## src/rar_pkg.sv

```systemverilog
package rar_pkg;

  // operation selector carried in the input tuser
  typedef enum logic [1:0] {
    KIND_ADD = 2'd0,
    KIND_SUB = 2'd1,
    KIND_MUL = 2'd2,
    KIND_DIV = 2'd3
  } kind_e;

  // result status carried in the output tuser
  localparam logic [1:0] STATUS_FRACTION = 2'd0;
  localparam logic [1:0] STATUS_WHOLE    = 2'd1;
  localparam logic [1:0] STATUS_UNDEF    = 2'd2;

  localparam int NUM_OUT_W = 33;
  localparam int DEN_OUT_W = 32;
  localparam int STATUS_W  = 2;
  localparam int KIND_W    = 2;

  // which product the shared multiplier forms this cycle
  typedef enum logic [1:0] {
    MUL_CROSS_A = 2'd0,
    MUL_CROSS_B = 2'd1,
    MUL_DEN     = 2'd2
  } mul_sel_e;

  typedef struct packed {
    logic     load;
    logic     mul_en;
    mul_sel_e mul_sel;
    logic     comb;
    logic     gcd_step;
    logic     div_init;
    logic     div_step;
    logic     out_load;
  } rar_cmd_t;

  typedef struct packed {
    logic skip;
    logic gcd_done;
    logic div_done;
    logic out_free;
  } rar_sts_t;

endpackage

```

## src/rar_ctrl.sv

```systemverilog
module rar_ctrl import rar_pkg::*; (
  input  logic     clk_i,
  input  logic     rst_ni,
  input  logic     in_valid_i,
  output logic     in_ready_o,
  input  rar_sts_t sts_i,
  output rar_cmd_t cmd_o
);

  typedef enum logic [8:0] {
    S_IDLE = 9'b000000001,
    S_MUL0 = 9'b000000010,
    S_MUL1 = 9'b000000100,
    S_MUL2 = 9'b000001000,
    S_COMB = 9'b000010000,
    S_GCD  = 9'b000100000,
    S_DIVI = 9'b001000000,
    S_DIV  = 9'b010000000,
    S_OUT  = 9'b100000000
  } state_e;

  state_e state_q, state_d;

  always_ff @(posedge clk_i or negedge rst_ni) begin
    if (!rst_ni) begin
      state_q <= S_IDLE;
    end else begin
      state_q <= state_d;
    end
  end

  always_comb begin
    state_d    = state_q;
    cmd_o      = '0;
    in_ready_o = 1'b0;
    unique case (state_q)
      S_IDLE: begin
        in_ready_o = 1'b1;
        if (in_valid_i) begin
          cmd_o.load = 1'b1;
          state_d    = S_MUL0;
        end
      end
      S_MUL0: begin
        cmd_o.mul_en  = 1'b1;
        cmd_o.mul_sel = MUL_CROSS_A;
        state_d       = S_MUL1;
      end
      S_MUL1: begin
        cmd_o.mul_en  = 1'b1;
        cmd_o.mul_sel = MUL_CROSS_B;
        state_d       = S_MUL2;
      end
      S_MUL2: begin
        cmd_o.mul_en  = 1'b1;
        cmd_o.mul_sel = MUL_DEN;
        state_d       = S_COMB;
      end
      S_COMB: begin
        cmd_o.comb = 1'b1;
        state_d    = S_GCD;
      end
      S_GCD: begin
        if (sts_i.skip) begin
          state_d = S_OUT;
        end else if (sts_i.gcd_done) begin
          state_d = S_DIVI;
        end else begin
          cmd_o.gcd_step = 1'b1;
        end
      end
      S_DIVI: begin
        cmd_o.div_init = 1'b1;
        state_d        = S_DIV;
      end
      S_DIV: begin
        if (sts_i.div_done) begin
          state_d = S_OUT;
        end else begin
          cmd_o.div_step = 1'b1;
        end
      end
      S_OUT: begin
        if (sts_i.out_free) begin
          cmd_o.out_load = 1'b1;
          state_d        = S_IDLE;
        end
      end
      default: begin
        state_d = S_IDLE;
      end
    endcase
  end

endmodule

```

## src/rar_dp.sv

```systemverilog
module rar_dp import rar_pkg::*; #(
  parameter int OPERAND_BITS = 16
) (
  input  logic                          clk_i,
  input  logic                          rst_ni,
  input  rar_cmd_t                      cmd_i,
  output rar_sts_t                      sts_o,
  input  kind_e                         kind_i,
  input  logic signed [OPERAND_BITS-1:0] num_a_i,
  input  logic        [OPERAND_BITS-1:0] den_a_i,
  input  logic signed [OPERAND_BITS-1:0] num_b_i,
  input  logic        [OPERAND_BITS-1:0] den_b_i,
  input  logic                          out_ready_i,
  output logic                          out_valid_o,
  output logic signed [NUM_OUT_W-1:0]   num_out_o,
  output logic        [DEN_OUT_W-1:0]   den_out_o,
  output logic        [STATUS_W-1:0]    status_o
);

  localparam int OB = OPERAND_BITS;
  localparam int W  = 2 * OB;
  localparam int KW = $clog2(W + 1);
  localparam int EW = (W > 34) ? W : 34;
  localparam logic [EW-1:0] LIM_NEG = EW'(1) << 32;
  localparam logic [EW-1:0] LIM_POS = LIM_NEG - EW'(1);

  // operand registers, sign and magnitude
  kind_e         kind_q;
  logic          na_neg_q, nb_neg_q;
  logic [OB-1:0] na_mag_q, nb_mag_q, da_q, db_q;
  logic [OB-1:0] na_raw, nb_raw;

  // products
  logic [OB-1:0] mul_x, mul_y;
  logic [W-1:0]  prod_c;
  logic [W-1:0]  p0_q, p1_q, p2_q;

  // combined fraction
  logic          t_neg, sgn_c, den_neg_c;
  logic [W-1:0]  mag_c;
  logic          neg_q, den_zero_q, num_zero_q;

  // gcd and division
  logic [W-1:0]  a_q, a_d, b_q, b_d, g_q, g_c;
  logic [KW-1:0] k_q, k_d, cnt_q;
  logic [W-1:0]  nm_q, nm_d, dn_q, dn_d, rn_q, rn_d, rd_q, rd_d;
  logic [W:0]    rs_n, rs_d, sub_n, sub_d;
  logic          ge_n, ge_d;

  // output
  logic [EW-1:0]          nm_ext, dn_ext, nm_clamp;
  logic [NUM_OUT_W-1:0]   mag33;
  logic [NUM_OUT_W-1:0]   num_c;
  logic [DEN_OUT_W-1:0]   den_c;
  logic [STATUS_W-1:0]    status_c;
  logic                   out_valid_q;
  logic [NUM_OUT_W-1:0]   num_out_q;
  logic [DEN_OUT_W-1:0]   den_out_q;
  logic [STATUS_W-1:0]    status_q;

  assign na_raw = num_a_i;
  assign nb_raw = num_b_i;

  always_ff @(posedge clk_i) begin
    if (cmd_i.load) begin
      kind_q   <= kind_i;
      na_neg_q <= na_raw[OB-1];
      nb_neg_q <= nb_raw[OB-1];
      na_mag_q <= na_raw[OB-1] ? (~na_raw + OB'(1)) : na_raw;
      nb_mag_q <= nb_raw[OB-1] ? (~nb_raw + OB'(1)) : nb_raw;
      da_q     <= den_a_i;
      db_q     <= den_b_i;
    end
  end

  // one shared multiplier, operands picked by step and operation
  always_comb begin
    unique case (cmd_i.mul_sel)
      MUL_CROSS_A: begin
        mul_x = na_mag_q;
        mul_y = (kind_q == KIND_MUL) ? nb_mag_q : db_q;
      end
      MUL_CROSS_B: begin
        mul_x = nb_mag_q;
        mul_y = da_q;
      end
      MUL_DEN: begin
        mul_x = (kind_q == KIND_DIV) ? nb_mag_q : da_q;
        mul_y = (kind_q == KIND_DIV) ? da_q : db_q;
      end
      default: begin
        mul_x = '0;
        mul_y = '0;
      end
    endcase
  end

  assign prod_c = W'(mul_x) * W'(mul_y);

  always_ff @(posedge clk_i) begin
    if (cmd_i.mul_en) begin
      if (cmd_i.mul_sel == MUL_CROSS_A) p0_q <= prod_c;
      if (cmd_i.mul_sel == MUL_CROSS_B) p1_q <= prod_c;
      if (cmd_i.mul_sel == MUL_DEN)     p2_q <= prod_c;
    end
  end

  // signed-magnitude combine of the cross-products
  assign t_neg = nb_neg_q ^ (kind_q == KIND_SUB);

  always_comb begin
    den_neg_c = 1'b0;
    sgn_c     = na_neg_q;
    mag_c     = p0_q;
    case (kind_q) inside
      KIND_ADD, KIND_SUB: begin
        if (na_neg_q == t_neg) begin
          mag_c = p0_q + p1_q;
        end else if (p0_q >= p1_q) begin
          mag_c = p0_q - p1_q;
        end else begin
          sgn_c = t_neg;
          mag_c = p1_q - p0_q;
        end
      end
      KIND_MUL: begin
        sgn_c = na_neg_q ^ nb_neg_q;
      end
      default: begin
        den_neg_c = nb_neg_q;
      end
    endcase
  end

  always_ff @(posedge clk_i) begin
    if (cmd_i.comb) begin
      neg_q      <= sgn_c ^ den_neg_c;
      den_zero_q <= (p2_q == '0);
      num_zero_q <= (mag_c == '0);
    end
  end

  // binary gcd, one step a cycle
  always_comb begin
    a_d = a_q;
    b_d = b_q;
    k_d = k_q;
    if (cmd_i.comb) begin
      a_d = mag_c;
      b_d = p2_q;
      k_d = '0;
    end else if (cmd_i.gcd_step) begin
      if (!a_q[0] && !b_q[0]) begin
        a_d = a_q >> 1;
        b_d = b_q >> 1;
        k_d = k_q + KW'(1);
      end else if (!a_q[0]) begin
        a_d = a_q >> 1;
      end else if (!b_q[0]) begin
        b_d = b_q >> 1;
      end else if (a_q > b_q) begin
        a_d = (a_q - b_q) >> 1;
      end else begin
        b_d = (b_q - a_q) >> 1;
      end
    end
  end

  always_ff @(posedge clk_i) begin
    a_q <= a_d;
    b_q <= b_d;
    k_q <= k_d;
  end

  assign g_c = a_q << k_q;

  // two restoring dividers sharing the divisor, quotient shifts in place
  assign rs_n  = {rn_q, nm_q[W-1]};
  assign sub_n = rs_n - {1'b0, g_q};
  assign ge_n  = (rs_n >= {1'b0, g_q});
  assign rs_d  = {rd_q, dn_q[W-1]};
  assign sub_d = rs_d - {1'b0, g_q};
  assign ge_d  = (rs_d >= {1'b0, g_q});

  always_comb begin
    nm_d = nm_q;
    dn_d = dn_q;
    rn_d = rn_q;
    rd_d = rd_q;
    if (cmd_i.comb) begin
      nm_d = mag_c;
      dn_d = p2_q;
    end else if (cmd_i.div_init) begin
      rn_d = '0;
      rd_d = '0;
    end else if (cmd_i.div_step) begin
      nm_d = {nm_q[W-2:0], ge_n};
      dn_d = {dn_q[W-2:0], ge_d};
      rn_d = ge_n ? sub_n[W-1:0] : rs_n[W-1:0];
      rd_d = ge_d ? sub_d[W-1:0] : rs_d[W-1:0];
    end
  end

  always_ff @(posedge clk_i) begin
    nm_q <= nm_d;
    dn_q <= dn_d;
    rn_q <= rn_d;
    rd_q <= rd_d;
    if (cmd_i.div_init) g_q <= g_c;
  end

  always_ff @(posedge clk_i or negedge rst_ni) begin
    if (!rst_ni) begin
      cnt_q <= '0;
    end else if (cmd_i.div_init) begin
      cnt_q <= '0;
    end else if (cmd_i.div_step) begin
      cnt_q <= cnt_q + KW'(1);
    end
  end

  // saturate and format the result
  assign nm_ext   = EW'(nm_q);
  assign dn_ext   = EW'(dn_q);
  assign nm_clamp = neg_q ? ((nm_ext > LIM_NEG) ? LIM_NEG : nm_ext)
                          : ((nm_ext > LIM_POS) ? LIM_POS : nm_ext);
  assign mag33    = nm_clamp[NUM_OUT_W-1:0];

  always_comb begin
    if (den_zero_q) begin
      num_c    = '0;
      den_c    = '0;
      status_c = STATUS_UNDEF;
    end else if (num_zero_q) begin
      num_c    = '0;
      den_c    = DEN_OUT_W'(1);
      status_c = STATUS_WHOLE;
    end else begin
      num_c    = neg_q ? (~mag33 + NUM_OUT_W'(1)) : mag33;
      den_c    = (dn_ext > LIM_POS) ? LIM_POS[DEN_OUT_W-1:0] : dn_ext[DEN_OUT_W-1:0];
      status_c = (den_c == DEN_OUT_W'(1)) ? STATUS_WHOLE : STATUS_FRACTION;
    end
  end

  always_ff @(posedge clk_i) begin
    if (cmd_i.out_load) begin
      num_out_q <= num_c;
      den_out_q <= den_c;
      status_q  <= status_c;
    end
  end

  always_ff @(posedge clk_i or negedge rst_ni) begin
    if (!rst_ni) begin
      out_valid_q <= 1'b0;
    end else if (cmd_i.out_load) begin
      out_valid_q <= 1'b1;
    end else if (out_ready_i) begin
      out_valid_q <= 1'b0;
    end
  end

  assign sts_o.skip     = den_zero_q | num_zero_q;
  assign sts_o.gcd_done = a_q[0] & b_q[0] & (a_q == b_q);
  assign sts_o.div_done = (cnt_q == KW'(W));
  assign sts_o.out_free = !out_valid_q | out_ready_i;

  assign out_valid_o = out_valid_q;
  assign num_out_o   = num_out_q;
  assign den_out_o   = den_out_q;
  assign status_o    = status_q;

  a_gcd_nonzero : assert property (@(posedge clk_i) disable iff (!rst_ni)
    cmd_i.gcd_step |-> (a_q != '0) && (b_q != '0))
    else $error("gcd operand reached zero");

  a_divisor_nonzero : assert property (@(posedge clk_i) disable iff (!rst_ni)
    cmd_i.div_init |-> (g_c != '0))
    else $error("zero divisor at division start");

  a_reduced_den : assert property (@(posedge clk_i) disable iff (!rst_ni)
    (cmd_i.out_load && !den_zero_q && !num_zero_q) |-> (dn_q != '0))
    else $error("reduced denominator is zero");

  a_no_overwrite : assert property (@(posedge clk_i) disable iff (!rst_ni)
    (out_valid_q && !out_ready_i) |-> !cmd_i.out_load)
    else $error("result register overwritten while held");

endmodule

```

## src/rational_arith_reduce.sv

```systemverilog
// rational_arith_reduce: adds, subtracts, multiplies or divides two fractions
// (signed numerator, unsigned denominator) and returns the result in lowest
// terms with the sign on the numerator and a status telling a fraction,
// a whole number and an undefined result (zero denominator, returned as 0/0)
// apart. One word is in flight at a time. A word passes through three products
// on the single shared multiplier, a step at a time through the binary gcd
// loop, then through the bit-serial restoring divider that divides numerator
// and denominator by the gcd together. A zero numerator or denominator skips
// gcd and division. A finished result waits in an output register, so the
// next word is taken while it is still unread. Results outside the 33-bit
// numerator or 32-bit denominator range (only possible above 16-bit operands)
// saturate.
module rational_arith_reduce import rar_pkg::*; #(
  parameter int OPERAND_BITS = 16
) (
  input  logic                clk_i,
  input  logic                rst_ni,
  // input word
  input  logic                s_axis_tvalid_i,
  output logic                s_axis_tready_o,
  // num_a, den_a, num_b, den_b, each OPERAND_BITS wide, zero padded to bytes
  input  logic [((4*OPERAND_BITS+7)/8)*8-1:0] s_axis_tdata_i,
  // kind
  input  logic [KIND_W-1:0]   s_axis_tuser_i,
  // result word
  output logic                m_axis_tvalid_o,
  input  logic                m_axis_tready_i,
  // num_out (33), den_out (32), zero padding
  output logic [((NUM_OUT_W+DEN_OUT_W+7)/8)*8-1:0] m_axis_tdata_o,
  // status
  output logic [STATUS_W-1:0] m_axis_tuser_o
);

  localparam int OB    = OPERAND_BITS;
  localparam int OUT_W = ((NUM_OUT_W + DEN_OUT_W + 7) / 8) * 8;
  localparam int PAD_W = OUT_W - NUM_OUT_W - DEN_OUT_W;

  rar_cmd_t cmd;
  rar_sts_t sts;

  logic signed [NUM_OUT_W-1:0] num_out;
  logic        [DEN_OUT_W-1:0] den_out;
  logic        [STATUS_W-1:0]  status;
  logic signed [OB-1:0]        num_a, num_b;

  // unpack the operand fields from the lowest bit up
  assign num_a = s_axis_tdata_i[OB-1:0];
  assign num_b = s_axis_tdata_i[3*OB-1:2*OB];

  // sequencer: multiply steps, gcd loop, divide loop, hand-off to output
  rar_ctrl u_ctrl (
    .clk_i      (clk_i),
    .rst_ni     (rst_ni),
    .in_valid_i (s_axis_tvalid_i),
    .in_ready_o (s_axis_tready_o),
    .sts_i      (sts),
    .cmd_o      (cmd)
  );

  // multiplier, combine, gcd, dividers and the output register
  rar_dp #(
    .OPERAND_BITS (OPERAND_BITS)
  ) u_dp (
    .clk_i       (clk_i),
    .rst_ni      (rst_ni),
    .cmd_i       (cmd),
    .sts_o       (sts),
    .kind_i      (kind_e'(s_axis_tuser_i)),
    .num_a_i     (num_a),
    .den_a_i     (s_axis_tdata_i[2*OB-1:OB]),
    .num_b_i     (num_b),
    .den_b_i     (s_axis_tdata_i[4*OB-1:3*OB]),
    .out_ready_i (m_axis_tready_i),
    .out_valid_o (m_axis_tvalid_o),
    .num_out_o   (num_out),
    .den_out_o   (den_out),
    .status_o    (status)
  );

  // pack the result, numerator in the lowest bits
  assign m_axis_tdata_o = {{PAD_W{1'b0}}, den_out, num_out};
  assign m_axis_tuser_o = status;

endmodule

```

## config.mk

```make
export PLATFORM = sky130hd
export DESIGN_NAME = rational_arith_reduce
export DESIGN_NICKNAME = d
export VERILOG_FILES = /design/src/rar_pkg.sv /design/src/rar_ctrl.sv /design/src/rar_dp.sv /design/src/rational_arith_reduce.sv
export SDC_FILE = /design/constraint.sdc
export NUM_CORES = 2
export LEC_CHECK = 0
export BUFFER_PORTS_ARGS = -buffer_cell sky130_fd_sc_hd__buf_4
export CAP_MARGIN = 40
export CORE_MARGIN = 2
export CORE_UTILIZATION = 57
export CTS_BUF_LIST = sky130_fd_sc_hd__clkbuf_4
export CTS_CLUSTER_SIZE = 8
export DETAILED_ROUTE_END_ITERATION = 10
export PLACE_DENSITY = 0.74
export SYNTH_ARGS = -nofsm -noshare
export SYNTH_HDL_FRONTEND = slang
export SYNTH_SLANG_ARGS = --single-unit
```

## constraint.sdc

```tcl
create_clock -name clk_i -period 14 [get_ports clk_i]
set_input_delay 2.1 -clock clk_i [delete_from_list [all_inputs] [get_ports clk_i]]
set_output_delay 2.1 -clock clk_i [all_outputs]
set_load 0.02 [all_outputs]
```

== Yosys cells after proc, flatten, opt, wreduce, memory -nomap -nowiden ==
Cells that the tools add are included.

* Add/sub/neg operators: 12
* $mul: 1
* Order comparisons: 7
* Eq/ne operators: 26
* Shifts and indexed selects: 1
* Muxes and demuxes: 69
* Bitwise logic cells: 11
* Reduce and logical (&&, ||, !) cells: 25

{| class="wikitable"
|+ Operators with widths
! kind !! number
|-
| two-way mux 32 bit || 27
|-
| subtractor 32 bit || 6
|-
| two-way mux 33 bit || 3
|-
| one-hot mux 16 bit (3 select lines) || 2
|-
| one-hot mux 9 bit (9 select lines) || 1
|-
| >= comparator 33 x 32 -> 1 bit || 2
|-
| greater-than comparator 32 bit (second input constant) || 2
|-
| logical NOT 32 bit || 2
|-
| two-way mux 16 bit || 3
|-
| two-way mux 9 bit || 5
|-
| adder 33 x 1 -> 33 bit (second input constant) || 1
|-
| greater-than comparator 32 x 33 -> 1 bit (second input constant) || 1
|-
| inverter 33 bit || 1
|-
| adder 16 x 1 -> 16 bit (second input constant) || 2
|-
| adder 32 bit || 1
|-
| equality test 32 x 1 -> 1 bit (second input constant) || 1
|-
| equality test 32 bit || 1
|-
| >= comparator 32 bit || 1
|-
| greater-than comparator 32 bit || 1
|-
| multiplier 16 x 16 -> 32 bit || 1
|-
| inverter 16 bit || 2
|-
| left shift 32 x 6 -> 32 bit || 1
|-
| two-way mux 15 bit || 2
|-
| two-way mux 1 bit || 22
|-
| 34 further kinds || 61
|}

* Flip-flop bits (word level): 480
* Bits of input ports: 70
* Output and inout bits: 76

== Longest topological paths before layout ==
* Depth after elaboration: 7
* Mapped depth: 39
* Gate-level depth less buffers: 35

== By module ==
Synthesis repeated with hierarchy kept, for this count alone.

* Cell total of the unflattened synthesis: 4,492
* Area, all modules: 42,144.2 um2

{| class="wikitable"
|+ Modules (own cells, without submodules)
! module !! times used !! cells an instance !! area each (um2)
|-
| rar_dp || 1 || 4,419 || 41,482.3
|-
| rar_ctrl || 1 || 65 || 605.6
|-
| rational_arith_reduce || 1 || 8 || 56.3
|}

== Least setup slack after synthesis ==
Ideal clock, no wire load.

* Path type: reg-to-reg
* Start: register u_ctrl.state_q[8]
* End: register u_dp.p0_q[28], data pin
* Library setup time: 0.267 ns
* Data arrival time: 8.835 ns
* Data required time: 13.733 ns
* Path slack: 4.897 ns
* Stages on the path, launching flop included: 33
* Path buffers: 2
* Cells stage by stage: dfrtp_1 nor4_1 nand2_1 nor2_1 o21ai_0 a21oi_1 clkbuf_1 nand2_1 and2_1 clkbuf_1 nor2_1 fa_1 fa_1 ha_1 inv_1 fa_1 fa_1 fa_1 inv_1 ha_1 o21a_1 o21a_1 o21a_1 a211oi_1 o21ai_0 a31oi_1 a21boi_0 a41oi_1 o21a_1 nor2_1 a21o_1 a21oi_1 xnor2_1

* Word-level cells in the longest chain between the ends: 5
* Elaborated cells on any way between the ends: 10
* Classes of those cells: 1 x mul; 5 x eq/ne; 3 x mux; 1 x reduce/logical

{| class="wikitable"
|+ RTL lines
! item !! RTL line !! RTL
|-
| start: declaration || rar_ctrl.sv:22 || <nowiki>state_e state_q, state_d;</nowiki>
|-
| start signal: assignment || rar_ctrl.sv:28 || <nowiki>state_q <= state_d;</nowiki>
|-
| equality test 9 x 4 -> 1 bit, or another cell as far along || rar_ctrl.sv:36 || <nowiki>unique case (state_q)</nowiki>
|-
| one-hot mux 3 bit (3 select lines) (*) || rar_ctrl.sv:36 ||
|-
| equality test 2 bit, or another cell as far along || rar_dp.sv:78 || <nowiki>unique case (cmd_i.mul_sel)</nowiki>
|-
| one-hot mux 16 bit (3 select lines) || rar_dp.sv:78 ||
|-
| multiplier 16 x 16 -> 32 bit (*) || rar_dp.sv:98 || <nowiki>assign prod_c = W'(mul_x) * W'(mul_y);</nowiki>
|-
| named net u_dp.prod_c[28] || rar_dp.sv:35 || <nowiki>logic [W-1:0] prod_c;</nowiki>
|-
| end signal: assignment || rar_dp.sv:102 || <nowiki>if (cmd_i.mul_sel == MUL_CROSS_A) p0_q <= prod_c;</nowiki>
|-
| end: declaration || rar_dp.sv:36 || <nowiki>logic [W-1:0] p0_q, p1_q, p2_q;</nowiki>
|}

Mark *: on every way through the listed nets, which the timed path passes. The rest lies on a longest branch.
A chain may end at the register's enable or synchronous reset.

== Final worst setup path ==
* Start: register u_ctrl.state_q[4]
* End: register u_dp.p2_q[28], data pin

* Word-level cells in the longest chain between the ends: 5
* Elaborated cells on any way between the ends: 10
* Classes of those cells: 1 x mul; 5 x eq/ne; 3 x mux; 1 x reduce/logical

{| class="wikitable"
|+ RTL lines
! item !! RTL line !! RTL
|-
| equality test 9 x 4 -> 1 bit, or another cell as far along || rar_ctrl.sv:36 ||
|-
| one-hot mux 3 bit (3 select lines) (*) || rar_ctrl.sv:36 ||
|-
| equality test 2 bit, or another cell as far along || rar_dp.sv:78 ||
|-
| one-hot mux 16 bit (3 select lines) || rar_dp.sv:78 ||
|-
| multiplier 16 x 16 -> 32 bit (*) || rar_dp.sv:98 ||
|-
| named net u_dp.prod_c[28] || rar_dp.sv:35 ||
|-
| end signal: assignment || rar_dp.sv:104 || <nowiki>if (cmd_i.mul_sel == MUL_DEN) p2_q <= prod_c;</nowiki>
|-
| end: declaration || rar_dp.sv:36 ||
|}

Marks and branches as above.

==> metrics <==
final setup fails 0; Hold Crit Class reg -> reg; min cycle time layout 9110 ps; Worst Hold Launch u_dp.cnt_q[0]; via count 34500; Die Y 274 µm; skew final 112 ps; Seq cells post-synth 480; initial antenna violation count 7; RR Startpoint u_ctrl.state_q[4]; CTS Root Cell clkbuf_4; pin count of the biggest net entering global routing 69; crit path DAT 9760 ps; mean routed wirelength per cell 22.0 µm; top-level I/O count 146; sequential share of the synthesized area 0.342; Hold Buf Count CTS 0; starting density of the core 0.573; maxcap violations 0; Max Freq 110 MHz; CTS tree done; vias in the first global route 33100; Tcrit/Tclk final 0.650; outcome finished, final reports clean; final slew viol count 0; Fin. Hold Viols 0; Worst-Skew Late Latency 1010 ps; RSZ-0062 raised after global routing no; WS Path Type reg -> reg; Setup WS post-layout 4890 ps; Final GP Congestion 1.01; postcts setup bufs 0; critical path's largest stage delay 550 ps; share of cells above drive strength 1 0.105; first-pass GRT wire length 191000 µm; CTS resizes 0; crit start category flop; ys async rst share 0.0333; DR vias/cell 6.07; Slew headroom 0.338; Slowest-stage cell, CP fa_1; dpl ws 4980 ps; Primary FF master, synth edfxtp_1; Worst-Margin Slew 993 ps; Layout Nets 5215; Worst setup startpoint u_ctrl.state_q[4]; EDFF count, synth 458; required time of the critical path 14650 ps; Rows 99; Cells after Synth 4492; final WL 125000 µm; drt drc 0; Initial DRC Count 3530; YS warnings 0; CTS H-tree lvls 4; core area 72700 µm²; Worst setup EP type flop; die width 274 µm; Tot GR Track Use 0.331; Final ANT Viol Nets 0; Crit Path Max Fanout 18; Num CTS Buffers 136; HPWL after detailed placement 95800 µm; clk sink count 480; PortBufs 138; Mapped Area 41700 µm²; TritonRoute pass-1 iters 6; final global-route overflow total 0; Area Growth Syn to Fin 8.83%; Max clock buf depth 3; Die ar. 75300 µm²; Post-Route Setup TNS 0 ps; clk slew on worst S/H paths 70 ps; Distinct cells, synth 93; Avg Cell Area, Syn 9.28 µm²
## cell usage after synthesis, types with 10 or more instances
master | number | area [µm²]
a211oi_1 | 45 | 338
a21o_1 | 127 | 953
a21oi_1 | 252 | 1260
a221oi_1 | 41 | 359
a22oi_1 | 34 | 255
a31o_2 | 10 | 87.6
a31oi_1 | 38 | 238
and2_1 | 77 | 482
and3_1 | 16 | 100
buf_1 | 13 | 48.8
buf_2 | 31 | 155
clkbuf_1 | 162 | 608
dfrtp_1 | 15 | 375
edfxtp_1 | 458 | 13800
fa_1 | 201 | 4020
ha_1 | 333 | 4170
inv_1 | 457 | 1720
mux2i_1 | 105 | 1050
mux4_2 | 17 | 383
nand2_1 | 453 | 1700
nand2b_1 | 54 | 338
nand3_1 | 55 | 275
nand4_1 | 37 | 231
nor2_1 | 537 | 2020
nor2b_1 | 45 | 282
nor3_1 | 69 | 345
nor3b_1 | 12 | 90.1
nor4_1 | 36 | 225
o211ai_1 | 19 | 143
o21a_1 | 41 | 308
o21ai_0 | 174 | 871
o21ai_1 | 10 | 50.1
o21bai_1 | 31 | 233
o31ai_1 | 28 | 210
o41ai_1 | 11 | 96.3
or2_2 | 20 | 125
or3_1 | 36 | 225
or4_1 | 10 | 75.1
xnor2_1 | 139 | 1220
xor2_1 | 90 | 788
## sequential cells by signal (all words and copies together) (netlist names), 32 cells and up
| name | flops |
|---|---|
| u_dp.rd_q | 32 |
| u_dp.a_q | 32 |
| u_dp.nm_q | 32 |
| u_dp.den_out_o | 32 |
| u_dp.g_q | 32 |
| u_dp.b_q | 32 |
| u_dp.p2_q | 32 |
| u_dp.num_out_o | 33 |
| u_dp.rn_q | 32 |
| u_dp.p1_q | 32 |
| u_dp.p0_q | 32 |
| u_dp.dn_q | 32 |
## critical path: cells and delay by family (launching register included)
family,cells,cell delay [ps]
compound gates,14,3180
xor+xnor,1,110
fa+ha+maj,7,3090
buf+inv,7,1000
flops,1,450
simple gates,6,990
## worst paths after layout
check | end | slack [ps] | cells after the start
setup / recovery | u_dp.p2_q[28] | 4890 | 35
hold / removal | u_dp.cnt_q[0] | 540 | 1
setup reg to reg | u_dp.p2_q[28] | 4890 | 35
hold reg to reg | u_dp.cnt_q[0] | 540 | 1
max in group asynchronous | u_ctrl.state_q[0] | 12720 | 1
min in group asynchronous | u_dp.cnt_q[3] | 990 | 1
## through the flow
stage               instance area, µm²  hold slack [ps]  utilization  std cells
finish                           45400              539        0.624       5673
global route                     45400              585        0.624       5671
CTS                              45400              545        0.624       5669
detailed placement               43600              533        0.600       5432
global placement                 43500              524        0.598       5421
floorplan                        41700              490            -       4498
## cells in the final DEF (no fill, tap or decap), types with 34 or more instances in the layout
cell / instances
a211oi_1: 45
a21o_1: 127
a21oi_1: 251
a221oi_1: 41
a22oi_1: 34
a31oi_1: 38
and2_1: 76
buf_4: 183
clkbuf_4: 193
edfxtp_1: 458
fa_1: 201
ha_1: 333
inv_1: 457
mux2i_1: 105
nand2_1: 451
nand2b_1: 53
nand3_1: 55
nand4_1: 37
nor2_1: 533
nor2b_1: 44
nor3_1: 68
nor4_1: 36
o21a_1: 41
o21ai_0: 173
or3_1: 36
xnor2_1: 138
xor2_1: 89
## cell type report
class / instances / area [µm²]
timing repair buffer: 190 / 1500
sequential: 480 / 14300
inverter: 460 / 1730
tap: 959 / 1200
clock buffer: 193 / 1450
antenna: 4 / 10.0
clock inverter: 44 / 283
multi-input combinational: 3343 / 24900
fill: 6260 / 27300
## cell families (layout without fill, tap and decap cells)
group | count (synthesis) | in the layout | share of synthesized area
adders and majority gates | 534 | 534 | 0.196
xor gates and xnor gates | 229 | 229 | 0.0481
buffers and inverters | 675 | 887 | 0.0626
AOI/OAI and AO/OA | 959 | 959 | 0.152
and+or+nand+nor | 1483 | 1483 | 0.161
muxes | 131 | 131 | 0.0368
DFF | 480 | 480 | 0.342
other | 1 | 11 | 0.0000899
## per-layer routing
layer / global-route usage / vias up / routed length, µm
li1: - / 16000 / -
met1: 0.448 / 16600 / 51100
met2: 0.524 / 1563 / 57500
met3: 0.0656 / 285 / 11500
met4: 0.130 / 2 / 4890
met5: 0 / - / 18
Power is left out: the tool's default activity adds up to more than one toggle a clock period on the data nets, which glitch-free logic cannot reach.
